**config.mk**
```make
export PLATFORM = sky130hd
export DESIGN_NAME = tst_ram
export DESIGN_NICKNAME = d
export VERILOG_FILES = /design/src/hdl/tst_ram.sv
export SDC_FILE = /design/constraint.sdc
export NUM_CORES = 1
export LEC_CHECK = 0
export BUFFER_PORTS_ARGS = -buffer_cell sky130_fd_sc_hd__buf_2
export CORE_UTILIZATION = 50
export DETAILED_ROUTE_END_ITERATION = 6
export PLACE_DENSITY = 0.69
export SYNTH_ARGS = -nofsm -noshare
export SYNTH_HDL_FRONTEND = slang
export SYNTH_SLANG_ARGS = --single-unit
```
**constraint.sdc**
```tcl
create_clock -name clk -period 5.2 [get_ports clk]
set_input_delay 0.52 -clock clk [delete_from_list [all_inputs] [get_ports clk]]
set_output_delay 0.52 -clock clk [all_outputs]
set_load 0.01 [all_outputs]
```
**src/hdl/tst_ram.sv**
```systemverilog
// Generic single-port-write, single-port-read RAM with a registered read.
`default_nettype none
module tst_ram #(
  parameter int unsigned Width = 8,
  parameter int unsigned Depth = 16
) (
  input  wire logic                     clk,
  input  wire logic                     we,
  input  wire logic [$clog2(Depth)-1:0] waddr,
  input  wire logic [Width-1:0]         wdata,
  input  wire logic [$clog2(Depth)-1:0] raddr,
  output logic      [Width-1:0]         rdata
);
  logic [Width-1:0] mem [Depth];
  always_ff @(posedge clk) begin
    if (we) begin
      mem[waddr] <= wdata;
    end
    rdata <= mem[raddr];
  end
endmodule
`default_nettype wire

```
Yosys cells after proc, flatten, opt, wreduce, memory -nomap -nowiden
Memory sizes are Yosys's and may differ from the RTL's. A register that Yosys moved wholly into a read port is not among the register bits.
Index checks and enable logic that the tools add are counted.

cells by class
  muxes and demuxes = 2

operators with widths
  cell               number
  1-bit two-way mux  2

storage, ports and cells
  bits in registers = 0
  RAM bits = 128
  output and inout port bits = 8
  logic and storage cells = 3
  memories kept = 1

memory list
  memory  words  bits a word  rd ports  clocked after Yosys merged registers in  write ports  line  RTL
  mem     16     8            1         1                                        1            14    logic [Width-1:0] mem [Depth];

Longest topological paths before layout
  depth in word-level cells = 2
  mapped depth = 5
  mapped depth without buffers = 3

Worst setup path before layout
OpenSTA, ideal clock, no wires.

  kind = input -> register
  from = in waddr[2]
  to = mem mem[0][0] (enable)
  library setup time = 383 ps
  arrival time = 1630 ps
  data required time = 4817 ps
  setup slack = 3187 ps
  stages on the path = 2
  cell sequence = or3b_2 nor3_1

RTL lines
  item         line  RTL
  from (decl)  9     input wire logic [$clog2(Depth)-1:0] waddr,
  to (decl)    14

No word-level cell before the write port.

==> results.yml <==
setup_path:
  critPathTopFamily: "buffers and inverters"
  kind_of_end_point_of_the_critical_path: "register"
  worstPathArrival_ps: 2420
  critPathSlowestCell: "buf_2"
  cp.buffers_inverters: 1
  timing.critical_path.required_ps: 5590
  maximum_net_fanout_on_the_critical_path: 32
  critical_path.cell_chain: "buf_2, mux4_1, a22oi_1, nand2_1"
  kind_of_launch_point_of_the_worst_setup_path: "primary input"
  worstSetupPathType: "in -> reg"
  stage_delay_of_the_slowest_cell_on_the_critical_path_ps: 800
sta:
  period_share_pct: 39.0
  slew_viol_final: 0
  grt_setup_unrepaired: "false"
  totalNegativeSetupSlack_ps: 0
  period_minus_slack_ps: 2030
  hold_viol: 0
  skew_ps: 8.96
  finalSetupViolCount: 0
  worstMarginPinSlew_ps: 1080
  achievable-frequency_mhz: 493
  timing.slew.headroom_pct: 28.3
floorplan:
  overall_die_area_um2: 10700
  std_cell_rows: 36
  design.core.area_um2: 9860
  design.portCount: 26
  die_w_um: 103
  start_util_pct: 52.2
  floorplan.die.height_um: 103
cells_and_area:
  post_route_cells_drive_above_1_share_pct: 28.4
  fillers: 678
  register_area_um2: 4000
  fin_nets: 283
  multi_input_combinational_cell_area_um2: 1070
  diodes: 0
  syn_to_final_growth_pct: 15.5
synthesis:
  synth_top_area_share_pct: 74.7
  synth_top_area_cell: "edfxtp_1"
  number_of_warnings_reported_in_the_yosys_synthesis_log: 0
  synth_area_leaders: "edfxtp_1 (75%), mux4_2 (7.9%), mux4_1 (7.1%)"
  synth_seq_cells: 136
  top_cell_types_by_occurrence_after_synthesis: "edfxtp_1 (128), mux4_2 (18), a22oi_1 (16)"
  avgSynthCellArea_um2: 22.5
  synthFlopType: "edfxtp_1"
  synth_cell_type_count: 19
  yosys.cell_count.top_type: "edfxtp_1"
  synth-async-reset-ratio_pct: 0
  synth_sequential_area_ratio_pct: 77.8
  synthesis.nets: 247
  synth_edf_count: 128
  syn_area_um2: 5150
  post_synth_inst_count: 229
outcome:
  run_status: "finished clean"
route:
  viasPerCell: 5.72
  totalWireLength_um: 9310
  drt_first_iter_violations: 66
  drc_errors: 0
  drt_pass1_iterations: 4
  detail-route-antenna-nets: 0
  wire_per_inst_um: 22.6
  route.vias.total: 2351
placed_design:
  place.gp.congestion: 0.774
  numPortBuffers: 25
  post-dp-hpwl_um: 5740
power:
  internal_power_uw: 1950
  switching_power_as_a_share_of_total_power_pct: 20.8
  total_leakage_power_uw: 0.00198
  power_per_cell_area_nw_per_um2: 414
  power.share.sequential_pct: 50.1
  vdd.ir_drop.worst_mv: 0.209
  net_sw_power_uw: 512
  p_clk_share_pct: 45.6
  comb_power_share_pct: 4.3
  power.total_uw: 2460
clock_network:
  cts_hold_buffers: 0
  worstSkewPairLatency_ps: 510
  cts.clk_slew.worst_paths_ps: 60
  tritoncts: "yes"
  cts.sink_count: 136
  cts.repair.resized: 0
  cts-root-to-sink-buffers: 2
  ctsHtreeMaxLevel: 4
  cts_made_buffers: 17
  postCtsSetupRepairBufs: 0
  clock_tree_root_driver_cell: "clkbuf_8"
worst_hold_path:
  hold_path_class: "in -> reg"
global_route:
  globalRouteOverflowTotal: 0
  grt_start_max_net_pins: 33
  initial_antenna_violation_count: 0
  grt.total_usage_pct: 19.7
  grt_first_pass_wirelength_um: 13900
  grt_pass1_vias: 2339
run:
  max-cap-violations: 0
## power by group through the flow
stage	registers, uW	clock network (uW)	logic, uW
4_1_cts	1230	1140	109
3_5_place_dp	1260	0	109
3_3_place_gp	1260	0	106
5_1_grt	1240	1180	118
6_report	1230	1120	107
2_1_floorplan	1260	0	62.2
## sequential cells by signal, indices dropped and copies added, names as in the netlist
register	cells
mem	128
rdata	8
## final cells by class
cell class                 count  share of cell area [%]
timing repair buffer          27                    2.36
multi-input combinational     83                    18.0
tap                          133                    2.80
clock inverter                15                    2.59
sequential                   136                    67.3
clock buffer                  17                    6.97
## stage by stage
step | area, um^2 | instances | setup slack [ps] | hold WS, ps | utilization (%)
after floorplan | 5150 | 229 | 3190 | 619 | -
after global placement | 5370 | 379 | 2590 | 650 | 54.5
after detailed placement | 5370 | 379 | 2550 | 666 | 54.5
after CTS | 5940 | 411 | 3090 | 370 | 60.2
after global routing | 5950 | 411 | 3050 | 387 | 60.3
final | 5950 | 411 | 3170 | 393 | 60.3
## routing by layer
layer  share of wire, %  track usage, %  vias up
li1                   -               -     1048
met1                 42            27.4     1217
met2                 52            30.7       81
met3                6.0            3.90        5
met4               0.77            8.88        0
met5                  0               0        -
## cells in the final DEF (no fill, tap or decap), drive strengths merged
cell	count
edfxtp	128
mux4	32
buf	27
clkbuf	17
a22oi	16
nor2	13
nand2	9
dfxtp	8
clkinv	8
nor3	4
clkinvlp	3
nand3b	2
nand2b	2
bufinv	2
inv	2
nor2b	1
and2	1
and2b	1
nand3	1
or3b	1
## worst paths after layout
path | slack [ps] | endpoint | cells past startpoint | start
worst min register to register | 680 | rdata[7]$_DFF_P_ | 3 | mem[14][7]$_DFFE_PP_
worst max register to register | 3780 | rdata[2]$_DFF_P_ | 3 | mem[1][2]$_DFFE_PP_
worst min-delay path | 390 | mem[1][6]$_DFFE_PP_ | 1 | wdata[6]
worst max-delay path | 3170 | rdata[2]$_DFF_P_ | 4 | raddr[0]
## cells by family after synthesis
logic type | share of synthesized area (%)
buf+inv | 1.68
flops | 77.8
simple gates | 3.18
mux | 15.0
compound gates | 2.33
Power figures use the tool's default switching activity.
